[config.mk]
export PLATFORM = sky130hd
export DESIGN_NAME = ble_ctrl
export DESIGN_NICKNAME = d
export VERILOG_FILES = /design/src/rtl/assert_macros.svh /design/src/rtl/ble_pkg.sv /design/src/rtl/ble_ctrl.sv
export SDC_FILE = /design/constraint.sdc
export NUM_CORES = 1
export LEC_CHECK = 0
export BUFFER_PORTS_ARGS = -buffer_cell sky130_fd_sc_hd__buf_2
export CORE_ASPECT_RATIO = 0.7
export CORE_UTILIZATION = 47
export CTS_CLUSTER_SIZE = 14
export DETAILED_ROUTE_END_ITERATION = 8
export GPL_ROUTABILITY_DRIVEN = 0
export MAX_ROUTING_LAYER = met4
export PLACE_DENSITY = 0.79
export SETUP_SLACK_MARGIN = 0.15
export SYNTH_ARGS = -nofsm -noshare
export SYNTH_HDL_FRONTEND = slang
export SYNTH_SLANG_ARGS = --single-unit
[constraint.sdc]
create_clock -name clock -period 2.7 [get_ports clock]
set_input_delay 0.405 -clock clock [delete_from_list [all_inputs] [get_ports clock]]
set_output_delay 0.405 -clock clock [all_outputs]
set_load 0.01 [all_outputs]
[src/rtl/assert_macros.svh]
// assertion helpers used by the datapath
`ifndef ASSERT_MACROS_SVH
`define ASSERT_MACROS_SVH

// expression must hold at every clock edge outside reset
`define ASSERT_HOLDS(label, clk, rst, expr) \
   label: assert property (@(posedge clk) disable iff (rst) (expr)) \
      else $error("assertion failed");

// consequent must hold in the same cycle as the antecedent
`define ASSERT_IMPLIES(label, clk, rst, ante, cons) \
   label: assert property (@(posedge clk) disable iff (rst) (ante) |-> (cons)) \
      else $error("assertion failed");

`endif

[src/rtl/ble_pkg.sv]
`default_nettype none
package ble_pkg;

   // storage geometry
   localparam int DEPTH  = 128;
   localparam int ADDR_W = $clog2(DEPTH);
   localparam int CNT_W  = $clog2(DEPTH + 1);

   // fixed field widths
   localparam int ACT_W     = 4;
   localparam int VAL_W     = 32;
   localparam int STAT_W    = 2;
   localparam int CNT_OUT_W = 8;
   localparam int CAP_W     = 8;
   localparam int LIM_W     = (CNT_W > CAP_W) ? CNT_W : CAP_W;
   localparam logic [CAP_W-1:0] CAP_RESET = 8'd100;

   typedef enum logic [ACT_W-1:0] {
      ACT_INS_FRONT  = 4'd0,
      ACT_INS_BACK   = 4'd1,
      ACT_INS_SORTED = 4'd2,
      ACT_REM_FRONT  = 4'd3,
      ACT_REM_BACK   = 4'd4,
      ACT_REM_VALUE  = 4'd5,
      ACT_CONTAINS   = 4'd6,
      ACT_SORT_UP    = 4'd7,
      ACT_SORT_DOWN  = 4'd8,
      ACT_CLEAR      = 4'd9
   } action_type;

   typedef enum logic [STAT_W-1:0] {
      STAT_OK      = 2'd0,
      STAT_FULL    = 2'd1,
      STAT_EMPTY   = 2'd2,
      STAT_MISSING = 2'd3
   } status_type;

   typedef enum logic [3:0] {
      S_IDLE,
      S_DISP,
      S_SRCH_RD,
      S_SRCH_CHK,
      S_UP_RD,
      S_UP_WR,
      S_DN_RD,
      S_DN_WR,
      S_SORT_RD0,
      S_SORT_RD1,
      S_SORT_CMP,
      S_SORT_WR,
      S_RESP
   } fsm_type;

   typedef enum logic [2:0] {
      PTR_HOLD, PTR_ZERO, PTR_COUNT, PTR_LAST, PTR_INC, PTR_DEC
   } ptr_op_type;

   typedef enum logic [1:0] {POS_HOLD, POS_ZERO, POS_COUNT, POS_PTR} pos_op_type;
   typedef enum logic [1:0] {RA_PTR, RA_PTR_M1, RA_PTR_P1} raddr_type;
   typedef enum logic {WA_PTR, WA_PTR_P1} waddr_type;
   typedef enum logic [1:0] {WD_RDATA, WD_VALUE, WD_TEMP} wdata_type;
   typedef enum logic [1:0] {CNT_HOLD, CNT_INC, CNT_DEC, CNT_CLR} cnt_op_type;

   // controller to datapath
   typedef struct packed {
      logic       start;
      ptr_op_type ptr_op;
      pos_op_type pos_op;
      raddr_type  raddr;
      logic       we;
      waddr_type  waddr;
      wdata_type  wdata;
      logic       temp_ld;
      cnt_op_type cnt_op;
      logic       rem_ld;
      logic       found_set;
      logic       stat_ld;
      status_type stat_code;
      logic       swap_clr;
      logic       swap_set;
      logic       res_ld;
   } cmd_type;

   // datapath to controller
   typedef struct packed {
      logic [ACT_W-1:0] action;
      logic             full;
      logic             empty;
      logic             at_end;
      logic             ptr_eq_pos;
      logic             pair_end;
      logic             match;
      logic             swap_need;
      logic             swapped;
      logic             out_free;
   } stat_type;

endpackage
`default_nettype wire

[src/rtl/ble_ctrl.sv]
`default_nettype none
module ble_ctrl (
   input  wire logic              clock,
   input  wire logic              reset,
   input  wire logic              req_valid,
   output logic                   req_ready,
   input  wire ble_pkg::stat_type stat,
   output ble_pkg::cmd_type       cmd
);
   import ble_pkg::*;

   fsm_type state_ff, state_in;

   // state register
   always_ff @(posedge clock) begin
      if (reset) begin
         state_ff <= S_IDLE;
      end else begin
         state_ff <= state_in;
      end
   end

   // next state and commands
   always_comb begin
      state_in  = state_ff;
      cmd       = '0;
      req_ready = 1'b0;
      case (state_ff)
         S_IDLE: begin
            req_ready = !reset;
            if (req_valid && !reset) begin
               cmd.start = 1'b1;
               state_in  = S_DISP;
            end
         end
         S_DISP: begin
            case (action_type'(stat.action))
               ACT_INS_FRONT, ACT_INS_BACK, ACT_INS_SORTED: begin
                  if (stat.full) begin
                     cmd.stat_ld   = 1'b1;
                     cmd.stat_code = STAT_FULL;
                     state_in      = S_RESP;
                  end else if (stat.action == ACT_INS_SORTED) begin
                     cmd.ptr_op   = PTR_ZERO;
                     cmd.swap_clr = 1'b1;
                     state_in     = S_SORT_RD0;
                  end else begin
                     cmd.ptr_op = PTR_COUNT;
                     cmd.pos_op = (stat.action == ACT_INS_FRONT) ? POS_ZERO : POS_COUNT;
                     state_in   = S_UP_RD;
                  end
               end
               ACT_REM_FRONT, ACT_REM_BACK, ACT_REM_VALUE: begin
                  if (stat.empty) begin
                     cmd.stat_ld   = 1'b1;
                     cmd.stat_code = STAT_EMPTY;
                     state_in      = S_RESP;
                  end else begin
                     cmd.ptr_op = (stat.action == ACT_REM_BACK) ? PTR_LAST : PTR_ZERO;
                     state_in   = S_SRCH_RD;
                  end
               end
               ACT_CONTAINS: begin
                  cmd.ptr_op = PTR_ZERO;
                  state_in   = S_SRCH_RD;
               end
               ACT_SORT_UP, ACT_SORT_DOWN: begin
                  cmd.ptr_op   = PTR_ZERO;
                  cmd.swap_clr = 1'b1;
                  state_in     = S_SORT_RD0;
               end
               ACT_CLEAR: begin
                  cmd.cnt_op = CNT_CLR;
                  state_in   = S_RESP;
               end
               default: begin
                  state_in = S_RESP;
               end
            endcase
         end
         // linear search from ptr
         S_SRCH_RD: begin
            if (stat.at_end) begin
               if (stat.action == ACT_INS_SORTED) begin
                  cmd.pos_op = POS_PTR;
                  state_in   = S_UP_RD;
               end else begin
                  if (stat.action == ACT_REM_VALUE) begin
                     cmd.stat_ld   = 1'b1;
                     cmd.stat_code = STAT_MISSING;
                  end
                  state_in = S_RESP;
               end
            end else begin
               cmd.raddr = RA_PTR;
               state_in  = S_SRCH_CHK;
            end
         end
         S_SRCH_CHK: begin
            if (!stat.match) begin
               cmd.ptr_op = PTR_INC;
               state_in   = S_SRCH_RD;
            end else if (stat.action == ACT_CONTAINS) begin
               cmd.found_set = 1'b1;
               state_in      = S_RESP;
            end else if (stat.action == ACT_INS_SORTED) begin
               cmd.pos_op = POS_PTR;
               cmd.ptr_op = PTR_COUNT;
               state_in   = S_UP_RD;
            end else begin
               cmd.rem_ld = 1'b1;
               state_in   = S_DN_RD;
            end
         end
         // open a hole at pos, then place the value
         S_UP_RD: begin
            if (stat.ptr_eq_pos) begin
               cmd.we     = 1'b1;
               cmd.waddr  = WA_PTR;
               cmd.wdata  = WD_VALUE;
               cmd.cnt_op = CNT_INC;
               state_in   = S_RESP;
            end else begin
               cmd.raddr = RA_PTR_M1;
               state_in  = S_UP_WR;
            end
         end
         S_UP_WR: begin
            cmd.we     = 1'b1;
            cmd.waddr  = WA_PTR;
            cmd.wdata  = WD_RDATA;
            cmd.ptr_op = PTR_DEC;
            state_in   = S_UP_RD;
         end
         // close the gap at ptr
         S_DN_RD: begin
            if (stat.pair_end) begin
               cmd.cnt_op = CNT_DEC;
               state_in   = S_RESP;
            end else begin
               cmd.raddr = RA_PTR_P1;
               state_in  = S_DN_WR;
            end
         end
         S_DN_WR: begin
            cmd.we     = 1'b1;
            cmd.waddr  = WA_PTR;
            cmd.wdata  = WD_RDATA;
            cmd.ptr_op = PTR_INC;
            state_in   = S_DN_RD;
         end
         // bubble sort passes until one makes no swap
         S_SORT_RD0: begin
            if (stat.pair_end) begin
               cmd.ptr_op = PTR_ZERO;
               if (stat.swapped) begin
                  cmd.swap_clr = 1'b1;
                  state_in     = S_SORT_RD0;
               end else if (stat.action == ACT_INS_SORTED) begin
                  state_in = S_SRCH_RD;
               end else begin
                  state_in = S_RESP;
               end
            end else begin
               cmd.raddr = RA_PTR;
               state_in  = S_SORT_RD1;
            end
         end
         S_SORT_RD1: begin
            cmd.raddr   = RA_PTR_P1;
            cmd.temp_ld = 1'b1;
            state_in    = S_SORT_CMP;
         end
         S_SORT_CMP: begin
            if (stat.swap_need) begin
               cmd.we       = 1'b1;
               cmd.waddr    = WA_PTR;
               cmd.wdata    = WD_RDATA;
               cmd.swap_set = 1'b1;
               state_in     = S_SORT_WR;
            end else begin
               cmd.ptr_op = PTR_INC;
               state_in   = S_SORT_RD0;
            end
         end
         S_SORT_WR: begin
            cmd.we     = 1'b1;
            cmd.waddr  = WA_PTR_P1;
            cmd.wdata  = WD_TEMP;
            cmd.ptr_op = PTR_INC;
            state_in   = S_SORT_RD0;
         end
         S_RESP: begin
            if (stat.out_free) begin
               cmd.res_ld = 1'b1;
               state_in   = S_IDLE;
            end
         end
         default: begin
            state_in = S_IDLE;
         end
      endcase
   end
endmodule
`default_nettype wire

==> results by group, run 1 <==
Timing
  • Final setup violation count: 0
  • Relative slew slack: 0.715
  • Final Hold Viols: 0
  • Slew at the pin closest to its max-slew limit: 416 ps
  • Clock skew: 4.25 ps
  • Part of the cycle the worst path needs: 0.892
  • Unrepaired setup endpoints after global routing: false
  • Final setup TNS: 0 ps
  • Min Tclk post-route: 2410 ps
  • Final slew viol count: 0
  • Top achievable clock speed: 415 MHz

Final layout
  • Most flops, register: state_ff
  • Synth-to-Final Area Change: 22.4%
  • Fin nets: 196
  • Antenna Cells: 0
  • Final core area utilization: 0.659
  • Post-route cell area: 1130 sq um
  • Largest register FFs: 4
  • Layout cell share with drive strength beyond 1: 0.298
  • Final std cells w/o fill: 199
  • Top flop regs: state_ff x4

Synthesis
  • Distinct cells, synth: 41
  • Simple-gate area share of the yosys netlist: 0.389
  • Post-synth top area share: 0.0870
  • Top_reg_cell synth: dfxtp_1
  • Most common cell in the netlist: nand2_1
  • Ys Warns: 0
  • Synth Area in Adders: 0
  • Mapped Cells: 145
  • Commonest cells in the netlist: 15 x nand2_1, 12 x a21oi_1, 12 x nor2_1, 10 x o21ai_0, 9 x clkbuf_1
  • Synth Area in Compound Gates: 0.361
  • Post-synth EDFFs: 0
  • Post-synthesis area per instance: 6.35 sq um
  • Sequential area share after synthesis: 0.0870
  • Syn Nets: 161
  • Synthesized area: 921 sq um
  • Top cells by area, synth: dfxtp_1 8.7%, a21oi_1 6.5%, nand2_1 6.1%
  • Ys async rst share: 0
  • Post-synth top area cell: dfxtp_1
  • Yosys reg bits: 4
  • Main combinational cell family by area after synthesis: simple AND/OR/NAND/NOR gates
  • Mux share of post-synthesis cell area: 0.0571
  • Synth Area in XOR/XNOR: 0

Clock network
  • Root buffer cell: clkbuf_4
  • H-Tree Level Count: 1
  • Clk slew on worst S/H paths: 40 ps
  • Post-CTS setup buffer count: 0
  • PostCTS Resize Cnt: 0
  • Clock sinks: 4
  • Hold_buf cts: 0
  • Max Root-Sink Buffers: 2
  • Clock Latency Late Sink: 240 ps
  • TritonCTS clock tree: built
  • Cts bufs inserted: 3

Routing
  • Post-Route WL: 3060 microns
  • Post-route ant nets: 0
  • DR iter-0 viols: 67
  • DR pass1 iterations: 5
  • # DRC: 0
  • Drt wl/cell: 15.4 microns
  • Vias per cell: 6.51
  • Via count: 1,296

Critical path
  • Worst Path Arrival: 2000 ps
  • CP Capture Type: primary output
  • Setup crit end: cmd[18]
  • Crit Path Max Fanout: 8
  • R2R depth: 6
  • Crit path required time: 2300 ps
  • R2R Path End: state_ff[3]$_SDFFE_PP0P_
  • Critical path class: reg2out
  • Reg-to-reg startpoint: state_ff[1]$_SDFFE_PP0P_
  • Setup crit start: state_ff[3]$_SDFFE_PP0P_
  • R2R Setup Slk: 990 ps
  • Worst setup SP type: flop

Power
  • Leakage: 0.520 nW
  • PwrDens: 704 nW/um^2
  • Peak VDD IR: 0.000539 V
  • Final Power: 0.794 mW

Die
  • Die ar.: 2140 sq um
  • Die Y: 39.0 microns
  • # IOs: 40
  • Die X: 54.9 microns
  • Row cnt: 12
  • Initial Utilization: 0.538
  • Core Box Area: 1710 sq um

GRT
  • GR Overflow Total: 0
  • Largest net degree at the start of global routing: 20
  • First-pass GRT wire length: 4660 microns
  • Overall global routing resource usage: 0.312
  • Initial antenna violation count: 0
  • Number of global-route vias before repair: 1,043

Status
  • Outcome: finished clean

Placed design
  • Placed insts: 196
  • # port buffers: 39
  • Dpl cell area: 1100 sq um
  • Dpl hpwl: 2290 microns

Run
  • Max-Cap Viols: 0

Min path
  • Hold Path Class: in2reg
## final cells by class
class                      count  area (sq um)
inverter                       8          30.0
clock buffer                   3          22.5
multi-input combinational    120           743
fill                         152           584
sequential                     4          80.1
tap                           21          26.3
timing repair buffer          43           225
## metal layers
metal  global-route usage  up-vias  wire length [microns]
li1                     -      606                      -
met1                0.430      599                   1320
met2                0.473       85                   1380
met3               0.0275        6                    315
met4                0.106        0                     47
met5                    -        -                      0
## cells in the final DEF (no fill, tap or decap), drive strengths merged, types with 2 or more instances in the layout
cell type / count
o21ai: 10
nand2: 15
nand3: 5
and3: 4
nor4: 5
a22oi: 3
inv: 8
a2111oi: 3
mux2i: 3
nor2b: 5
nor3: 9
buf: 43
nand2b: 5
a31oi: 3
clkbuf: 3
o32ai: 3
o32a: 3
a21oi: 14
mux2: 2
dfxtp: 4
or3: 2
nor2: 12
## worst max-delay path: stages (launching register included)
cell	delay, ps
dfxtp_1	310
or4b_4	610
or2_1	280
o32a_1	310
nor3_2	100
buf_2	150
## power by group
part           internal [mW]  switching [mW]
Combinational          0.230           0.390
Sequential            0.0833          0.0124
Clock                 0.0500          0.0281
## cell families after synthesis
family	count (synthesis)
AOI/OAI and AO/OA	47
buffers and inverters	21
DFF	4
muxes	5
and+or+nand+nor	68
## how the worst min path moves through the flow
stage,from,to,cells after the start
6_report,reset,state_ff[2]$_SDFFE_PP0P_,2
5_1_grt,reset,state_ff[2]$_SDFFE_PP0P_,2
4_1_cts,reset,state_ff[2]$_SDFFE_PP0P_,2
3_5_place_dp,reset,state_ff[2]$_SDFFE_PP0P_,2
3_3_place_gp,reset,state_ff[2]$_SDFFE_PP0P_,2
2_1_floorplan,reset,state_ff[2]$_SDFFE_PP0P_,1
## through the flow
step,hold slack (ps),setup slack [ps]
CTS,379,284
global placement,631,610
global route,392,215
floorplan,467,527
finish,390,291
detailed placement,635,561
Power figures use the tool's default switching activity.
==> inputs of run 2 (changes only) <==
Settings changed: PLACE_DENSITY 0.79 to 0.88.
==> results by group, run 2 (synthesized netlist as in run 1, its figures left out) <==
Status
  • Outcome: finished clean (unchanged)

Clock network
  • Clk slew on worst S/H paths: 30 ps (was 40 ps)
  • TritonCTS clock tree: built (unchanged)
  • Hold_buf cts: 0 (unchanged)
  • Clock Latency Late Sink: 240 ps (about the same)
  • H-Tree Level Count: 1 (unchanged)
  • Max Root-Sink Buffers: 2 (unchanged)
  • Root buffer cell: clkbuf_4 (unchanged)
  • Clock sinks: 4 (unchanged)
  • Post-CTS setup buffer count: 0 (unchanged)
  • Cts bufs inserted: 3 (unchanged)
  • PostCTS Resize Cnt: 0 (unchanged)

Run
  • Max-Cap Viols: 0 (unchanged)

Final layout
  • Layout cell share with drive strength beyond 1: 0.298 (unchanged)
  • Top flop regs: state_ff x4 (unchanged)
  • Antenna Cells: 0 (unchanged)
  • Fin nets: 196 (unchanged)
  • Largest register FFs: 4 (unchanged)
  • Synth-to-Final Area Change: 22.4% (unchanged)
  • Commonest non-fill, non-tap cells in the layout: 39 x buf_2, 15 x nand2_1, 12 x nor2_1, 12 x a21oi_1, 10 x o21ai_0 (unchanged)
  • Most flops, register: state_ff (unchanged)
  • Most common cell after layout, fill and taps aside: buf_2 (unchanged)

Min path
  • Worst Hold Path Cells: 2 (unchanged)
  • Hold Crit Start: reset (unchanged)
  • Hold Path Class: in2reg (unchanged)
  • Worst hold path endpoint: state_ff[2]$_SDFFE_PP0P_ (unchanged)

Timing
  • Min Tclk post-route: 2360 ps (was 2410 ps)
  • Slew at the pin closest to its max-slew limit: 452 ps (was 416 ps)
  • Relative slew slack: 0.691 (was 0.715)
  • Final slew viol count: 0 (unchanged)
  • Unrepaired setup endpoints after global routing: false (unchanged)
  • Top achievable clock speed: 423 MHz (was 415 MHz)
  • Final setup TNS: 0 ps (unchanged)
  • Part of the cycle the worst path needs: 0.875 (was 0.892)
  • Final setup violation count: 0 (unchanged)
  • Final Hold Viols: 0 (unchanged)
  • Clock skew: 4.72 ps (was 4.25 ps)

Power
  • Internal: 0.363 mW (was 0.364 mW)
  • Switching part of the total power: 0.539 (was 0.542)
  • Peak VDD IR: 0.000559 V (was 0.000539 V)
  • PwrDens: 698 nW/um^2 (was 704 nW/um^2)
  • Combinational share of power: 0.781 (about the same)
  • Sequential power share: 0.122 (was 0.121)
  • Leakage: 0.520 nW (unchanged)
  • Clock power share: 0.097 (was 0.098)
  • Final Power: 0.787 mW (was 0.794 mW)
  • NetSw: 0.424 mW (was 0.430 mW)

Die
  • Core Box Area: 1710 sq um (unchanged)
  • Row cnt: 12 (unchanged)
  • # IOs: 40 (unchanged)
  • Die X: 54.9 microns (unchanged)
  • Initial Utilization: 0.538 (unchanged)
  • Die ar.: 2140 sq um (unchanged)
  • Die Y: 39.0 microns (unchanged)

Critical path
  • Crit Path Max Fanout: 8 (unchanged)
  • R2R Setup Slk: 940 ps (was 990 ps)
  • Crit path required time: 2300 ps (about the same)
  • CP Capture Type: primary output (unchanged)
  • Critical path class: reg2out (unchanged)
  • R2R depth: 6 (unchanged)
  • Worst setup SP type: flop (unchanged)
  • Reg-to-reg startpoint: state_ff[1]$_SDFFE_PP0P_ (unchanged)
  • Worst Path Arrival: 1960 ps (was 2000 ps)
  • R2R Path End: state_ff[3]$_SDFFE_PP0P_ (unchanged)

Routing
  • # DRC: 0 (unchanged)
  • Drt wl/cell: 15.0 microns (was 15.4 microns)
  • DR pass1 iterations: 5 (unchanged)
  • DR iter-0 viols: 66 (was 67)
  • Post-route ant nets: 0 (unchanged)
  • Vias per cell: 6.42 (was 6.51)
  • Via count: 1,278 (was 1,296)
  • Post-Route WL: 2980 microns (was 3060 microns)

GRT
  • First-pass GRT wire length: 4430 microns (was 4660 microns)
  • Largest net degree at the start of global routing: 20 (unchanged)
  • Initial antenna violation count: 0 (unchanged)
  • Number of global-route vias before repair: 966 (was 1,043)
  • Overall global routing resource usage: 0.299 (was 0.312)
  • GR Overflow Total: 0 (unchanged)

Placed design
  • Dpl hpwl: 2300 microns (was 2290 microns)
  • # port buffers: 39 (unchanged)
[run 2: cell counts in the layout (fill, tap and decap cells not counted)]
Identical to the previous run, type by type.
[run 2: worst max-delay path, cell delays in order, from the launching register on]
cell and delay (ps):
dfxtp_1 300, or4b_4 600, or2_1 270, o32a_1 300
nor3_2 90, buf_2 140
[run 2: cell type report]
cell class	count	area, sq um
Multi-Input combinational cell	120	743
Fill cell	171	584
Timing Repair Buffer	43	225
Sequential cell	4	80.1
Inverter	8	30.0
Tap cell	21	26.3
Clock buffer	3	22.5
[run 2: metal layers]
metal,routed length [microns],up-vias,global-route usage
met5,0,-,-
met4,34,0,0.138
met3,333,8,0.0314
met2,1360,96,0.425
met1,1250,564,0.416
li1,-,610,-
[run 2: worst max-delay path by stage]
stage                        startpoint      end  slack, ps
2_1_floorplan  state_ff[3]$_SDFFE_PP0P_  cmd[18]        530
3_3_place_gp   state_ff[3]$_SDFFE_PP0P_  cmd[18]        610
3_5_place_dp   state_ff[3]$_SDFFE_PP0P_  cmd[18]        590
4_1_cts        state_ff[3]$_SDFFE_PP0P_  cmd[18]        330
5_1_grt        state_ff[3]$_SDFFE_PP0P_  cmd[18]        270
6_report       state_ff[3]$_SDFFE_PP0P_  cmd[18]        340
[run 2: power groups by stage]
stage	Combinational [mW]	Sequential, mW	Clock (mW)
after floorplan	0.449	0.0947	0
final	0.615	0.0962	0.0766
after global placement	0.581	0.0937	0
after global routing	0.665	0.0984	0.0824
after CTS	0.600	0.0967	0.0782
after detailed placement	0.597	0.0973	0
[run 2: stage by stage]
step           cell area (sq um)  cells  hold WS (ps)  utilization  setup slack [ps]
2_1_floorplan                921    145           467            -               527
3_3_place_gp                1100    196           629        0.645               609
3_5_place_dp                1100    196           633        0.645               588
4_1_cts                     1130    199           388        0.659               327
5_1_grt                     1130    199           401        0.659               269
6_report                    1130    199           396        0.659               337
==> inputs of run 3 (changes only) <==
Settings changed: RECOVER_POWER set to 50.
==> results by group, run 3 (synthesized netlist as in run 1, its figures left out) <==
Clock network
  • Clock sinks: 4 (unchanged)
  • Max Root-Sink Buffers: 2 (unchanged)
  • Clock Latency Late Sink: 240 ps (about the same)
  • Post-CTS setup buffer count: 0 (unchanged)
  • Cts bufs inserted: 3 (unchanged)
  • H-Tree Level Count: 1 (unchanged)
  • Hold_buf cts: 0 (unchanged)
  • TritonCTS clock tree: built (unchanged)
  • Clk slew on worst S/H paths: 40 ps (was 30 ps)
  • PostCTS Resize Cnt: 0 (unchanged)
  • Root buffer cell: clkbuf_4 (unchanged)

Min path
  • Hold Path Class: in2reg (unchanged)
  • Worst Hold Path Cells: 2 (unchanged)
  • Worst hold path endpoint: state_ff[1]$_SDFFE_PP0P_ (was state_ff[2]$_SDFFE_PP0P_)
  • Hold Crit Start: reset (unchanged)

Routing
  • Via count: 1,274 (was 1,278)
  • Drt wl/cell: 15.0 microns (about the same)
  • DR pass1 iterations: 4 (was 5)
  • Vias per cell: 6.40 (was 6.42)
  • DR iter-0 viols: 81 (was 66)
  • Post-Route WL: 2990 microns (was 2980 microns)
  • Post-route ant nets: 0 (unchanged)
  • # DRC: 0 (unchanged)

Power
  • Internal: 0.353 mW (was 0.363 mW)
  • Combinational share of power: 0.777 (was 0.781)
  • Sequential power share: 0.124 (was 0.122)
  • Leakage: 0.476 nW (was 0.520 nW)
  • Switching part of the total power: 0.546 (was 0.539)
  • Clock power share: 0.099 (was 0.097)
  • NetSw: 0.423 mW (was 0.424 mW)
  • PwrDens: 700 nW/um^2 (was 698 nW/um^2)
  • Peak VDD IR: 0.000565 V (was 0.000559 V)

Final layout
  • Most flops, register: state_ff (unchanged)
  • Antenna Cells: 0 (unchanged)
  • Most common cell after layout, fill and taps aside: buf_2 (unchanged)
  • Commonest non-fill, non-tap cells in the layout: 30 x buf_2, 15 x nand2_1, 13 x a21oi_1, 12 x nor2_1 (was 39 x buf_2, 15 x nand2_1, 12 x nor2_1, 12 x a21oi_1, 10 x o21ai_0)
  • Largest register FFs: 4 (unchanged)
  • Final core area utilization: 0.648 (was 0.659)
  • Synth-to-Final Area Change: 20.4% (was 22.4%)
  • Top flop regs: state_ff x4 (unchanged)
  • Layout cell share with drive strength beyond 1: 0.236 (was 0.298)
  • Fin nets: 196 (unchanged)

Timing
  • Slew at the pin closest to its max-slew limit: 495 ps (was 452 ps)
  • Part of the cycle the worst path needs: 0.879 (was 0.875)
  • Clock skew: 4.54 ps (was 4.72 ps)
  • Final Hold Viols: 0 (unchanged)
  • Min Tclk post-route: 2370 ps (was 2360 ps)
  • Unrepaired setup endpoints after global routing: false (unchanged)
  • Top achievable clock speed: 421 MHz (was 423 MHz)
  • Final slew viol count: 0 (unchanged)
  • Final setup TNS: 0 ps (unchanged)
  • Final setup violation count: 0 (unchanged)
  • Relative slew slack: 0.670 (was 0.691)

Die
  • # IOs: 40 (unchanged)
  • Die X: 54.9 microns (unchanged)
  • Core Box Area: 1710 sq um (unchanged)
  • Die ar.: 2140 sq um (unchanged)
  • Die Y: 39.0 microns (unchanged)
  • Row cnt: 12 (unchanged)
  • Initial Utilization: 0.538 (unchanged)

Critical path
  • Worst Path Arrival: 1970 ps (was 1960 ps)
  • Reg-to-reg startpoint: state_ff[0]$_SDFFE_PP0P_ (was state_ff[1]$_SDFFE_PP0P_)
  • R2R depth: 5 (was 6)
  • Critical path class: reg2out (unchanged)
  • Crit path required time: 2300 ps (about the same)
  • Crit Path Max Fanout: 12 (was 8)
  • R2R Path End: state_ff[3]$_SDFFE_PP0P_ (unchanged)
  • R2R Setup Slk: 780 ps (was 940 ps)
  • Worst setup SP type: flop (unchanged)
  • CP Capture Type: primary output (unchanged)

GRT
  • Number of global-route vias before repair: 966 (unchanged)
  • GR Overflow Total: 0 (unchanged)
  • Overall global routing resource usage: 0.299 (unchanged)
  • First-pass GRT wire length: 4430 microns (unchanged)
  • Initial antenna violation count: 0 (unchanged)
  • Largest net degree at the start of global routing: 20 (unchanged)

Placed design
  • Dpl hpwl: 2300 microns (unchanged)
  • # port buffers: 39 (unchanged)

Status
  • Outcome: finished clean (unchanged)

Run
  • Max-Cap Viols: 0 (unchanged)
==> run 3: cell count changes in the layout (fill, tap and decap cells not counted), sizes merged <==
cell	before	now
buf	43	33
clkbuf	3	13
==> run 3: critical path, stage by stage (launching register included) <==
cell      delay (ps)
dfxtp_1          330
clkbuf_1         400
mux2_2           410
and3_1           200
inv_1             50
o32a_1           150
nor3_2            40
buf_2            140
==> run 3: area by class of cell <==
| type | count | area [sq um] |
|---|---|---|
| Clock buffer | 3 | 22.5 |
| Fill cell | 176 | 603 |
| Inverter | 8 | 30.0 |
| Multi-Input combinational cell | 120 | 739 |
| Sequential cell | 4 | 80.1 |
| Tap cell | 21 | 26.3 |
| Timing Repair Buffer | 43 | 210 |
==> run 3: worst max path at each step <==
stage	from	endpoint	slack [ps]	cells past startpoint
2_1_floorplan	state_ff[3]$_SDFFE_PP0P_	cmd[18]	530	6
3_3_place_gp	state_ff[3]$_SDFFE_PP0P_	cmd[18]	610	5
3_5_place_dp	state_ff[3]$_SDFFE_PP0P_	cmd[18]	590	5
4_1_cts	state_ff[3]$_SDFFE_PP0P_	cmd[18]	330	5
5_1_grt	state_ff[0]$_SDFFE_PP0P_	cmd[18]	240	7
6_report	state_ff[0]$_SDFFE_PP0P_	cmd[18]	330	7
==> run 3: through the flow <==
stage | instance area, sq um | setup WS (ps) | hold slack (ps) | power [mW] | std cells
final | 1110 | 327 | 387 | 0.776 | 199
after global routing | 1110 | 241 | 391 | 0.833 | 199
after CTS | 1130 | 327 | 388 | 0.775 | 199
after detailed placement | 1100 | 588 | 633 | 0.694 | 196
after global placement | 1100 | 609 | 629 | 0.674 | 196
after floorplan | 921 | 527 | 467 | 0.544 | 145
==> run 3: power by group through the flow <==
stage	combinational [mW]	clock (mW)	sequential, mW
2_1_floorplan	0.449	0	0.0947
3_3_place_gp	0.581	0	0.0937
3_5_place_dp	0.597	0	0.0973
4_1_cts	0.600	0.0782	0.0967
5_1_grt	0.652	0.0824	0.0983
6_report	0.603	0.0768	0.0961
==> run 3: per-layer routing <==
| layer | global-route usage | up-vias | part of all wire |
|---|---|---|---|
| met2 | 0.425 | 88 | 0.45 |
| met4 | 0.138 | 0 | 0.013 |
| li1 | - | 608 | - |
| met5 | - | - | 0 |
| met1 | 0.416 | 570 | 0.43 |
| met3 | 0.0314 | 8 | 0.11 |
